<file path="src/hdl/tpsd_pkg.sv">
// Shared types and constants for the tape pulse stream decoder.
package tpsd_pkg;

  localparam int BYTE_W   = 8;
  localparam int CYC_W    = 24;
  localparam int US_W     = 25;
  localparam int PART_W   = 16;
  localparam int CLK_W    = 20;
  localparam int DATA_W   = 32;
  localparam int ADDR_W   = 3;

  // Reciprocal scaling for the cycles-to-microseconds conversion.
  // The estimate is low by at most one, fixed up from the remainder.
  localparam int RECIP_SH = 25;
  localparam int K_W      = 26;
  localparam int H_W      = 25;
  localparam int P_W      = CYC_W + K_W + 1;
  localparam int REM_W    = 22;

  localparam logic [63:0] US_PER_S = 64'd1000000;

  localparam logic [CLK_W-1:0] PAL_HZ    = 20'd985248;
  localparam logic [CLK_W-1:0] PAL_HALF  = 20'd492624;
  localparam logic [CLK_W-1:0] NTSC_HZ   = 20'd1022727;
  localparam logic [CLK_W-1:0] NTSC_HALF = 20'd511363;

  localparam logic [K_W-1:0] PAL_K =
    K_W'(((64'd1 << RECIP_SH) * US_PER_S) / 64'(PAL_HZ));
  localparam logic [K_W-1:0] NTSC_K =
    K_W'(((64'd1 << RECIP_SH) * US_PER_S) / 64'(NTSC_HZ));
  localparam logic [H_W-1:0] PAL_H =
    H_W'(((64'd1 << RECIP_SH) * 64'(PAL_HALF)) / 64'(PAL_HZ));
  localparam logic [H_W-1:0] NTSC_H =
    H_W'(((64'd1 << RECIP_SH) * 64'(NTSC_HALF)) / 64'(NTSC_HZ));

  // Configuration register map (word index) and field codes.
  localparam logic REG_VIDEO_STD = 1'b0;
  localparam logic VS_NTSC       = 1'b1;

  typedef enum logic [3:0] {
    ESC_IDLE = 4'b0001,
    ESC_CNT0 = 4'b0010,
    ESC_CNT1 = 4'b0100,
    ESC_CNT2 = 4'b1000
  } esc_state_t;

  typedef struct packed {
    logic             valid;
    logic [CYC_W-1:0] cycles;
    logic             stop;
  } pulse_t;

endpackage

</file>
<file path="src/hdl/tape_pulse_stream_decoder.sv">
// Top level of the tape pulse stream decoder.
//
// Usage:
//   Input channel (in_valid/in_ready) takes the data bytes of a version-1
//   tape pulse file, header removed, with in_last_byte on the final byte.
//   Result channel (out_valid/out_ready) gives one request per pulse:
//   length in machine cycles, length in microseconds rounded to nearest,
//   and a stop flag. Escape openers and the first two count bytes give no
//   result; a zero count or an escape cut short by the last byte gives a
//   stop request with zero length.
//   Throughput: one byte per cycle. A result passes through three registered
//   stages after the edge that accepts its byte (parse and reciprocal
//   multiply, remainder multiply, rounding fix-up into the output register).
//   When the receiver stalls, the pipeline fills and in_ready drops only
//   once all three stages hold requests; bubbles are squeezed out.
//   video_standard (APB register 0, bit 0) picks PAL (0) or NTSC (1) clock;
//   write it only while no request is in flight.
//   Reset (rst_n low, synchronous) empties the pipeline, leaves the escape
//   state idle and selects PAL.
module tape_pulse_stream_decoder
  import tpsd_pkg::*;
(
  input  logic              clk,
  input  logic              rst_n,

  input  logic              in_valid,
  output logic              in_ready,
  input  logic [BYTE_W-1:0] in_tape_byte,
  input  logic              in_last_byte,

  output logic              out_valid,
  input  logic              out_ready,
  output logic [US_W-1:0]   out_pulse_us,
  output logic [CYC_W-1:0]  out_pulse_cycles,
  output logic              out_stop,

  input  logic              psel,
  input  logic              penable,
  input  logic              pwrite,
  input  logic [ADDR_W-1:0] paddr,
  input  logic [DATA_W-1:0] pwdata,
  output logic [DATA_W-1:0] prdata,
  output logic              pready
);

  logic   video_std_r;
  logic   in_accept;
  logic   cfg_write;
  pulse_t parsed;
  pulse_t conv_req;

  assign pready    = 1'b1;
  assign cfg_write = psel && penable && pwrite && (paddr[ADDR_W-1:2] == REG_VIDEO_STD);
  assign prdata    = (paddr[ADDR_W-1:2] == REG_VIDEO_STD) ?
                     {{(DATA_W-1){1'b0}}, video_std_r} : '0;

  always_ff @(posedge clk) begin
    if (!rst_n) begin
      video_std_r <= 1'b0;
    end else if (cfg_write) begin
      video_std_r <= pwdata[0];
    end
  end

  assign in_accept = in_valid && in_ready;

  tpsd_parser u_parser (
    .clk         (clk),
    .rst_n       (rst_n),
    .tape_byte_i (in_tape_byte),
    .last_byte_i (in_last_byte),
    .accept_i    (in_accept),
    .pulse_o     (parsed)
  );

  always_comb begin
    conv_req       = parsed;
    conv_req.valid = parsed.valid && in_valid;
  end

  tpsd_us_conv u_conv (
    .clk          (clk),
    .rst_n        (rst_n),
    .video_std_i  (video_std_r),
    .req_i        (conv_req),
    .req_ready_o  (in_ready),
    .out_valid_o  (out_valid),
    .out_ready_i  (out_ready),
    .out_us_o     (out_pulse_us),
    .out_cycles_o (out_pulse_cycles),
    .out_stop_o   (out_stop)
  );

  a_zero_pulse_stops: assert property (@(posedge clk) disable iff (!rst_n)
    out_valid && !out_stop |-> out_pulse_cycles != '0)
    else $error("zero-length pulse without stop");

endmodule

</file>
<file path="src/hdl/tpsd_parser.sv">
// Byte parser: escape tracking and pulse length extraction.
module tpsd_parser
  import tpsd_pkg::*;
(
  input  logic              clk,
  input  logic              rst_n,
  input  logic [BYTE_W-1:0] tape_byte_i,
  input  logic              last_byte_i,
  input  logic              accept_i,
  output pulse_t            pulse_o
);

  esc_state_t        esc_r, esc_nxt;
  logic [PART_W-1:0] part_r, part_nxt;
  logic [CYC_W-1:0]  esc_count;

  assign esc_count = {tape_byte_i, part_r};

  always_comb begin
    esc_nxt        = esc_r;
    part_nxt       = part_r;
    pulse_o.valid  = 1'b0;
    pulse_o.cycles = '0;
    pulse_o.stop   = 1'b0;
    unique case (esc_r)
      ESC_IDLE: begin
        if (tape_byte_i != '0) begin
          pulse_o.valid  = 1'b1;
          pulse_o.cycles = CYC_W'({tape_byte_i, 3'b000});
          pulse_o.stop   = last_byte_i;
        end else if (last_byte_i) begin
          pulse_o.valid = 1'b1;
          pulse_o.stop  = 1'b1;
        end else begin
          esc_nxt = ESC_CNT0;
        end
      end
      ESC_CNT0: begin
        if (last_byte_i) begin
          pulse_o.valid = 1'b1;
          pulse_o.stop  = 1'b1;
          esc_nxt       = ESC_IDLE;
          part_nxt      = '0;
        end else begin
          part_nxt = PART_W'(tape_byte_i);
          esc_nxt  = ESC_CNT1;
        end
      end
      ESC_CNT1: begin
        if (last_byte_i) begin
          pulse_o.valid = 1'b1;
          pulse_o.stop  = 1'b1;
          esc_nxt       = ESC_IDLE;
          part_nxt      = '0;
        end else begin
          part_nxt = {tape_byte_i, part_r[BYTE_W-1:0]};
          esc_nxt  = ESC_CNT2;
        end
      end
      ESC_CNT2: begin
        pulse_o.valid = 1'b1;
        esc_nxt       = ESC_IDLE;
        part_nxt      = '0;
        // zero count means end of tape
        if (esc_count == '0) begin
          pulse_o.stop = 1'b1;
        end else begin
          pulse_o.cycles = esc_count;
          pulse_o.stop   = last_byte_i;
        end
      end
      default: begin
        esc_nxt  = ESC_IDLE;
        part_nxt = '0;
      end
    endcase
  end

  always_ff @(posedge clk) begin
    if (!rst_n) begin
      esc_r  <= ESC_IDLE;
      part_r <= '0;
    end else if (accept_i) begin
      esc_r  <= esc_nxt;
      part_r <= part_nxt;
    end
  end

  a_idle_part_clear: assert property (@(posedge clk) disable iff (!rst_n)
    esc_r == ESC_IDLE |-> part_r == '0)
    else $error("escape partial count not cleared outside escape");

  a_cnt0_part_clear: assert property (@(posedge clk) disable iff (!rst_n)
    esc_r == ESC_CNT0 |-> part_r == '0)
    else $error("stale partial count at first count byte");

endmodule

</file>
<file path="src/hdl/tpsd_us_conv.sv">
// Three-stage pipeline converting machine cycles to rounded microseconds.
module tpsd_us_conv
  import tpsd_pkg::*;
(
  input  logic             clk,
  input  logic             rst_n,
  input  logic             video_std_i,
  input  pulse_t           req_i,
  output logic             req_ready_o,
  output logic             out_valid_o,
  input  logic             out_ready_i,
  output logic [US_W-1:0]  out_us_o,
  output logic [CYC_W-1:0] out_cycles_o,
  output logic             out_stop_o
);

  logic [K_W-1:0]   k_sel;
  logic [H_W-1:0]   h_sel;
  logic [CLK_W-1:0] hz_sel;
  logic [CLK_W-1:0] half_sel;

  logic ld2, ld3, ld_out;

  // stage 2: reciprocal product and low bits of the exact numerator
  logic             s2_v_r;
  logic [P_W-1:0]   s2_p_r, s2_p_nxt;
  logic [REM_W-1:0] s2_nlo_r, s2_nlo_nxt;
  logic [CYC_W-1:0] s2_cyc_r;
  logic             s2_stop_r;

  // stage 3: quotient estimate and low bits of its remainder
  logic             s3_v_r;
  logic [US_W-1:0]  s3_q_r, s3_q_nxt;
  logic [REM_W-1:0] s3_rem_r, s3_rem_nxt;
  logic [CYC_W-1:0] s3_cyc_r;
  logic             s3_stop_r;

  logic             out_v_r;
  logic [US_W-1:0]  out_us_r, out_us_nxt;
  logic [CYC_W-1:0] out_cyc_r;
  logic             out_stop_r;

  always_comb begin
    if (video_std_i == VS_NTSC) begin
      k_sel    = NTSC_K;
      h_sel    = NTSC_H;
      hz_sel   = NTSC_HZ;
      half_sel = NTSC_HALF;
    end else begin
      k_sel    = PAL_K;
      h_sel    = PAL_H;
      hz_sel   = PAL_HZ;
      half_sel = PAL_HALF;
    end
  end

  assign ld_out      = !out_v_r || out_ready_i;
  assign ld3         = !s3_v_r || ld_out;
  assign ld2         = !s2_v_r || ld3;
  assign req_ready_o = ld2;

  assign s2_p_nxt   = P_W'(req_i.cycles) * P_W'(k_sel) + P_W'(h_sel);
  assign s2_nlo_nxt = REM_W'(req_i.cycles) * REM_W'(US_PER_S) + REM_W'(half_sel);

  // only the low remainder bits matter: the true remainder is below 2*clk
  assign s3_q_nxt   = s2_p_r[RECIP_SH +: US_W];
  assign s3_rem_nxt = s2_nlo_r - REM_W'(s3_q_nxt[REM_W-1:0]) * REM_W'(hz_sel);

  assign out_us_nxt = s3_q_r + US_W'(s3_rem_r >= REM_W'(hz_sel));

  always_ff @(posedge clk) begin
    if (!rst_n) begin
      s2_v_r  <= 1'b0;
      s3_v_r  <= 1'b0;
      out_v_r <= 1'b0;
    end else begin
      if (ld2) begin
        s2_v_r <= req_i.valid;
      end
      if (ld3) begin
        s3_v_r <= s2_v_r;
      end
      if (ld_out) begin
        out_v_r <= s3_v_r;
      end
    end
  end

  always_ff @(posedge clk) begin
    if (ld2) begin
      s2_p_r    <= s2_p_nxt;
      s2_nlo_r  <= s2_nlo_nxt;
      s2_cyc_r  <= req_i.cycles;
      s2_stop_r <= req_i.stop;
    end
    if (ld3) begin
      s3_q_r    <= s3_q_nxt;
      s3_rem_r  <= s3_rem_nxt;
      s3_cyc_r  <= s2_cyc_r;
      s3_stop_r <= s2_stop_r;
    end
    if (ld_out) begin
      out_us_r   <= out_us_nxt;
      out_cyc_r  <= s3_cyc_r;
      out_stop_r <= s3_stop_r;
    end
  end

  assign out_valid_o  = out_v_r;
  assign out_us_o     = out_us_r;
  assign out_cycles_o = out_cyc_r;
  assign out_stop_o   = out_stop_r;

  a_rem_bound: assert property (@(posedge clk) disable iff (!rst_n)
    s3_v_r |-> (REM_W + 1)'(s3_rem_r) < ((REM_W + 1)'(hz_sel) << 1))
    else $error("quotient estimate off by more than one");

  a_us_zero_iff_cyc_zero: assert property (@(posedge clk) disable iff (!rst_n)
    out_v_r |-> ((out_cyc_r == '0) == (out_us_r == '0)))
    else $error("microsecond value inconsistent with cycle count");

endmodule

</file>
<file path="config.mk">
export PLATFORM = sky130hd
export DESIGN_NAME = tape_pulse_stream_decoder
export DESIGN_NICKNAME = d
export VERILOG_FILES = /design/src/hdl/tpsd_pkg.sv /design/src/hdl/tape_pulse_stream_decoder.sv /design/src/hdl/tpsd_parser.sv /design/src/hdl/tpsd_us_conv.sv
export SDC_FILE = /design/constraint.sdc
export NUM_CORES = 2
export LEC_CHECK = 0
export BUFFER_PORTS_ARGS = -buffer_cell sky130_fd_sc_hd__buf_2
export CORE_MARGIN = 2
export CORE_UTILIZATION = 50
export DETAILED_ROUTE_END_ITERATION = 10
export HOLD_SLACK_MARGIN = 0.02
export MAX_ROUTING_LAYER = met4
export PLACE_DENSITY = 0.67
export REMOVE_ABC_BUFFERS = 1
export SLEW_MARGIN = 20
export SYNTH_ARGS = -nofsm -noshare
export SYNTH_HDL_FRONTEND = slang
export SYNTH_SLANG_ARGS = --single-unit
export TNS_END_PERCENT = 5
</file>
<file path="constraint.sdc">
create_clock -name clk -period 10.7 [get_ports clk]
set_input_delay 0.535 -clock clk [delete_from_list [all_inputs] [get_ports clk]]
set_output_delay 0.535 -clock clk [all_outputs]
set_load 0.02 [all_outputs]
</file>
## Word level (Yosys, flattened, before mapping)

Index checks and enable logic that the tools add are counted.

- Register bits after elaboration: 243
- Output and inout port bits: 85
- Input bits: 51
- Word-level logic and storage cells: 74

- Order comparisons: 1
- Multipliers: 3
- Equality and inequality tests: 7
- Bitwise operators: 2
- Mux-type cells: 22
- Add/sub/neg operators: 4
- Reduce and logical (&&, ||, !) cells: 17

Operators with widths:

| cell | count |
|---|---|
| $add 50x25->50 | 1 |
| $mul 24x26->50 | 1 |
| $pmux 16 s3 | 1 |
| $pmux 24 s2 | 1 |
| $mux 16 | 2 |
| $mux 26 | 1 |
| $add 25x1->25 | 1 |
| $mux 25 | 1 |
| $logic_not 24->1 | 1 |
| $mux 24 | 1 |
| $add 22x19->22 | 1 |
| $ge 22x20->1 | 1 |
| $mul 22x14->16 const B | 1 |
| $mul 22x20->22 | 1 |
| $sub 22x22->22 | 1 |
| $mux 15 | 1 |
| $mux 4 | 3 |
| $pmux 4 s3 | 1 |
| $mux 11 | 1 |
| $mux 8 | 1 |
| $reduce_bool 8->1 | 1 |
| $ne 2x2->1 const B | 3 |
| $pmux 1 s3 | 2 |
| $reduce_and 3->1 | 2 |
| 12 further kinds | 25 |

## Longest topological paths before layout

- Depth in word-level cells: 6
- Gate-level depth with buffers: 33
- Mapped depth without buffers: 31

## Modules after synthesis

Synthesis repeated with hierarchy kept, for this count alone.

- Cell total of the unflattened synthesis: 2792
- Area, all modules: 30100.1 um^2

By module, submodules not included:

| module | times used | sequential area each (um^2) | cells each | area each (um^2) |
|---|---|---|---|---|
| tpsd_us_conv | 1 | 5765.5 | 2609 | 28537.4 |
| tpsd_parser | 1 | 400.4 | 141 | 1234.9 |
| tape_pulse_stream_decoder | 1 | 20.0 | 42 | 327.8 |

## Worst setup path before layout

OpenSTA, ideal clock, no wires.

- Kind: reg2reg
- Start point: register video_std_r
- End point: register u_conv.s2_p_r[46] (data pin)
- Cell stages (with the launch flop): 24
- Arrival time: 8.086 ns
- Library setup time: 0.262 ns
- Buffers on the path: 2
- Period minus slack after synthesis: 8.348 ns
- Data required time: 10.438 ns
- Slack: 2.352 ns
- Path through: dfxtp_1 -> clkbuf_1 -> clkinv_1 -> clkbuf_1 -> ha_1 -> fa_1 -> fa_1 -> inv_1 -> fa_1 -> inv_1 -> fa_1 -> inv_1 -> fa_1 -> fa_1 -> fa_1 -> inv_1 -> ha_1 -> a21o_1 -> a21oi_1 -> o21ai_0 -> o31ai_4 -> a2111oi_2 -> or3_1 -> xor2_1

- Elaborated cells between the ends (all ways): 4
- Those cells by class: add/sub (1); mul (1); mux (2)

RTL lines:

| item | RTL line | text |
|---|---|---|
| start: declaration | tape_pulse_stream_decoder.sv:46 | `logic video_std_r;` |
| start signal: assignment | tape_pulse_stream_decoder.sv:61 | `video_std_r <= pwdata[0];` |
| $mux 25 | tpsd_us_conv.sv:44 | `if (video_std_i == VS_NTSC) begin` |
| net u_conv.h_sel[24] | tpsd_us_conv.sv:18 | `logic [H_W-1:0] h_sel;` |
| $add 50x25->50 | tpsd_us_conv.sv:62 | `assign s2_p_nxt = P_W'(req_i.cycles) * P_W'(k_sel) + P_W'(h_sel);` |
| net u_conv.s2_p_nxt[46] | tpsd_us_conv.sv:26 | `logic [P_W-1:0] s2_p_r, s2_p_nxt;` |
| end signal: assignment | tpsd_us_conv.sv:91 | `s2_p_r <= s2_p_nxt;` |
| end: declaration | tpsd_us_conv.sv:26 |  |

The timed path passes the listed nets, and every way through them passes these cells.
A chain may end at the register's enable or synchronous reset.

==> impl_metrics.csv <==
group,metric,value,unit
clocking,path_clk_slew,60,ps
finish,diodes,0,
worst_setup_path,crit_type,"reg -> reg",
timing,tightest_slew,944,ps
timing,worst_slack,783,ps
placement,place_ws,874,ps
worst_hold_path,hp-class,"in -> reg",
global_route,gr-total-overflow,0,
timing,tns,0,ps
timing,period_needed,9920,ps
placement,hpwl,60100,µm
global_route,grt_pass1_wl,112000,µm
timing,hold_viol_final,0,
logic_synthesis,syn_inst,2853,
clocking,tritoncts,"yes",
worst_setup_path,cpMostUsedCell,"fa_1",
die,initial_core_util,50.4,%
detailed_routing,via_per_inst,5.10,
die,core,0.0601,mm²
global_route,antenna_found_initial,1,
worst_hold_path,min_from,"pwdata[0]",
logic_synthesis,synth.top_cells.by_area,"fa_1 (34%), edfxtp_1 (19%), ha_1 (18%), inv_1 (10%), xnor2_1 (2.7%)",
logic_synthesis,synth_top_area_share,33.9,%
worst_setup_path,rr_worst_depth,26,
finish,syn2layout_area_growth,7.33,%
clocking,clkSinkCount,214,
timing,finalCritPeriodShare,92.7,%
logic_synthesis,ys_seq_area_share,20.4,%
worst_hold_path,holdPathStages,3,
clocking,cts_root_buffer,"clkbuf_16",
die,io_pins,136,
global_route,groute.usage.overall,23.8,%
die,dieArea,0.0626,mm²
worst_setup_path,required,11000,ps
timing,whs,237,ps
timing,fmax,101,MHz
timing,relSlewSlack,36.8,%
detailed_routing,wirelength,70000,µm
die,die-width,250,µm
global_route,first_global_vias,20741,
placement,place.gp.congestion,0.994,
logic_synthesis,syn_area,0.0303,mm²
logic_synthesis,yosysTopAreaCell,"fa_1",
worst_setup_path,reg2reg_slack,780,ps
clocking,ctsResizeCount,0,
die,die_h,250,µm
logic_synthesis,synth-seq-cells,214,
logic_synthesis,synth_edf_count,190,
finish,nFillCells,5274,
placement,io_buffers,70,
clocking,cts_buffers,25,
logic_synthesis,avgSynthCellArea,10.6,µm²
finish,drive_gt1_share,5.13,%
clocking,h-tree-depth,1,
worst_setup_path,crit_path_start_kind,"flop",
global_route,grt_max_degree,73,
die,row_count,90,
detailed_routing,drcViolationCount,0,
timing,setup_violations,0,
detailed_routing,first_pass_iters,6,
timing,maxSlewViolCount,0,
logic_synthesis,yosysWarnings,0,
clocking,holdBufCountCts,0,
detailed_routing,detail-route-antenna-nets,0,
clocking,post-cts-setup-buffer-count,0,
worst_setup_path,arrival,10220,ps
timing,fin_skew,35.5,ps
logic_synthesis,synth.distinct_cells,74,
worst_hold_path,holdPathEnd,"video_std_r",
finish,seq_area,0.00619,mm²
worst_setup_path,cpMaxStageDelayCell,"a22o_1",
logic_synthesis,synth-async-reset-ratio,0,%
worst_setup_path,cp_max_fo,17,
finish,multi_input_area,0.0209,mm²
flow_run,maxCapViolations,0,
detailed_routing,vias,19185,
outcome,status,"completed",
worst_setup_path,max_stage_delay,680,ps
worst_setup_path,r2r-start,"u_parser.esc_r[3]",
clocking,clk_latency,570,ps
detailed_routing,drt_iter0_markers,1103,
worst_setup_path,reg2reg_to,"u_conv.s2_p_r[47]",
logic_synthesis,ys.flop_type,"edfxtp_1",
timing,rsz0062_at_grt,"no",
finish,nNetsFinal,3965,
clocking,clockBufferDepth,3,
detailed_routing,wire_per_inst,18.6,µm
worst_setup_path,worstSetupEndpointType,"flop",
-- worst max-delay path by stage --
| stage | start | to | cells past startpoint |
|---|---|---|---|
| 2_1_floorplan | video_std_r | u_conv.s2_p_r[46] | 23 |
| 3_3_place_gp | u_parser.esc_r[3] | u_conv.s2_p_r[47] | 27 |
| 3_5_place_dp | u_parser.esc_r[3] | u_conv.s2_p_r[47] | 26 |
| 4_1_cts | u_parser.esc_r[3] | u_conv.s2_p_r[47] | 26 |
| 5_1_grt | u_parser.esc_r[3] | u_conv.s2_p_r[47] | 26 |
| 6_report | u_parser.esc_r[3] | u_conv.s2_p_r[47] | 26 |
-- stage by stage --
| stage | instances | util (%) | cell area (µm²) |
|---|---|---|---|
| after floorplan | 2841 | - | 30200 |
| after global placement | 3717 | 52.7 | 31700 |
| after detailed placement | 3717 | 52.7 | 31700 |
| after CTS | 3761 | 54.1 | 32500 |
| after global routing | 3762 | 54.1 | 32600 |
| final | 3762 | 54.1 | 32600 |
-- area by class of cell --
cell class | instances | area share (%)
multi-input combinational | 1803 | 64.2
sequential | 214 | 19.0
inverter | 824 | 9.50
tap | 782 | 3.01
clock buffer | 27 | 1.95
timing repair buffer | 95 | 1.71
clock inverter | 17 | 0.607
-- worst max-delay path: cells and delay by family (launching register included) --
kind            cells  cell delay [ps]
fa+ha+maj           8             3890
simple gates        7             2310
compound gates      5             2020
buf+inv             6              790
flops               1              620
-- per-layer routing --
layer | share of wire [%] | GRT usage (%)
met5 | 0 | -
met4 | 2.7 | 6.47
met3 | 4.9 | 2.82
met2 | 48 | 39.0
met1 | 44 | 31.6
-- logic make-up (layout without fill, tap and decap cells) --
logic type	count (synthesis)	after routing	share of synthesized area, %
compound gates	244	244	5.45
mux	3	3	0.103
fa+ha+maj	951	951	51.9
flops	214	214	20.4
buf+inv	890	963	11.4
xor+xnor	132	132	3.86
simple gates	417	417	6.79
other cells	2	56	0.0248
-- cells in the mapped netlist, types with 18 or more instances --
library cell / number
xnor2_1: 95
a21oi_1: 65
clkbuf_1: 30
xor2_1: 36
edfxtp_1: 190
inv_1: 823
nand3_1: 41
dfxtp_1: 24
o21ai_0: 40
nor2b_1: 35
a21boi_0: 20
and3_1: 18
fa_1: 513
nand2_1: 133
a21o_1: 32
buf_4: 32
nor2_1: 88
ha_1: 438
and2_1: 20
-- state kept, by name (all words and copies together) (netlist names) --
register and cells:
u_conv.s3_rem_r 22, u_conv.s3_q_r 25, u_conv.s2_v_r 1, u_conv.s3_cyc_r 24
u_parser.esc_r 4, u_conv.out_valid_o 1, u_conv.s3_stop_r 1, u_conv.s2_stop_r 1
u_conv.s2_nlo_r 17, u_parser.part_r 16, u_conv.out_stop_o 1, u_conv.s2_cyc_r 24
u_conv.out_us_o 25, u_conv.s2_p_r 26, u_conv.out_cycles_o 24, video_std_r 1
u_conv.s3_v_r 1
-- cells in the final DEF (no fill, tap or decap), drive strengths merged, types with 6 or more instances in the layout --
cell type,netlist,routed
a211oi,10,10
a21boi,20,20
a21o,32,32
a21oi,65,65
a22o,6,6
and2,20,20
and3,18,18
buf,36,95
clkbuf,30,27
clkinv,1,9
conb,2,56
dfxtp,24,24
edfxtp,190,190
fa,513,513
ha,438,438
inv,823,827
nand2,133,133
nand2b,14,14
nand3,41,41
nand4,14,14
nor2,88,88
nor2b,35,35
nor3,14,14
nor4,12,12
o21a,14,14
o21ai,40,40
o21bai,7,7
or3,7,7
xnor2,95,95
xor2,36,36
Power is left out: the tool's default activity adds up to more than one toggle a clock period on the data nets, which glitch-free logic cannot reach.
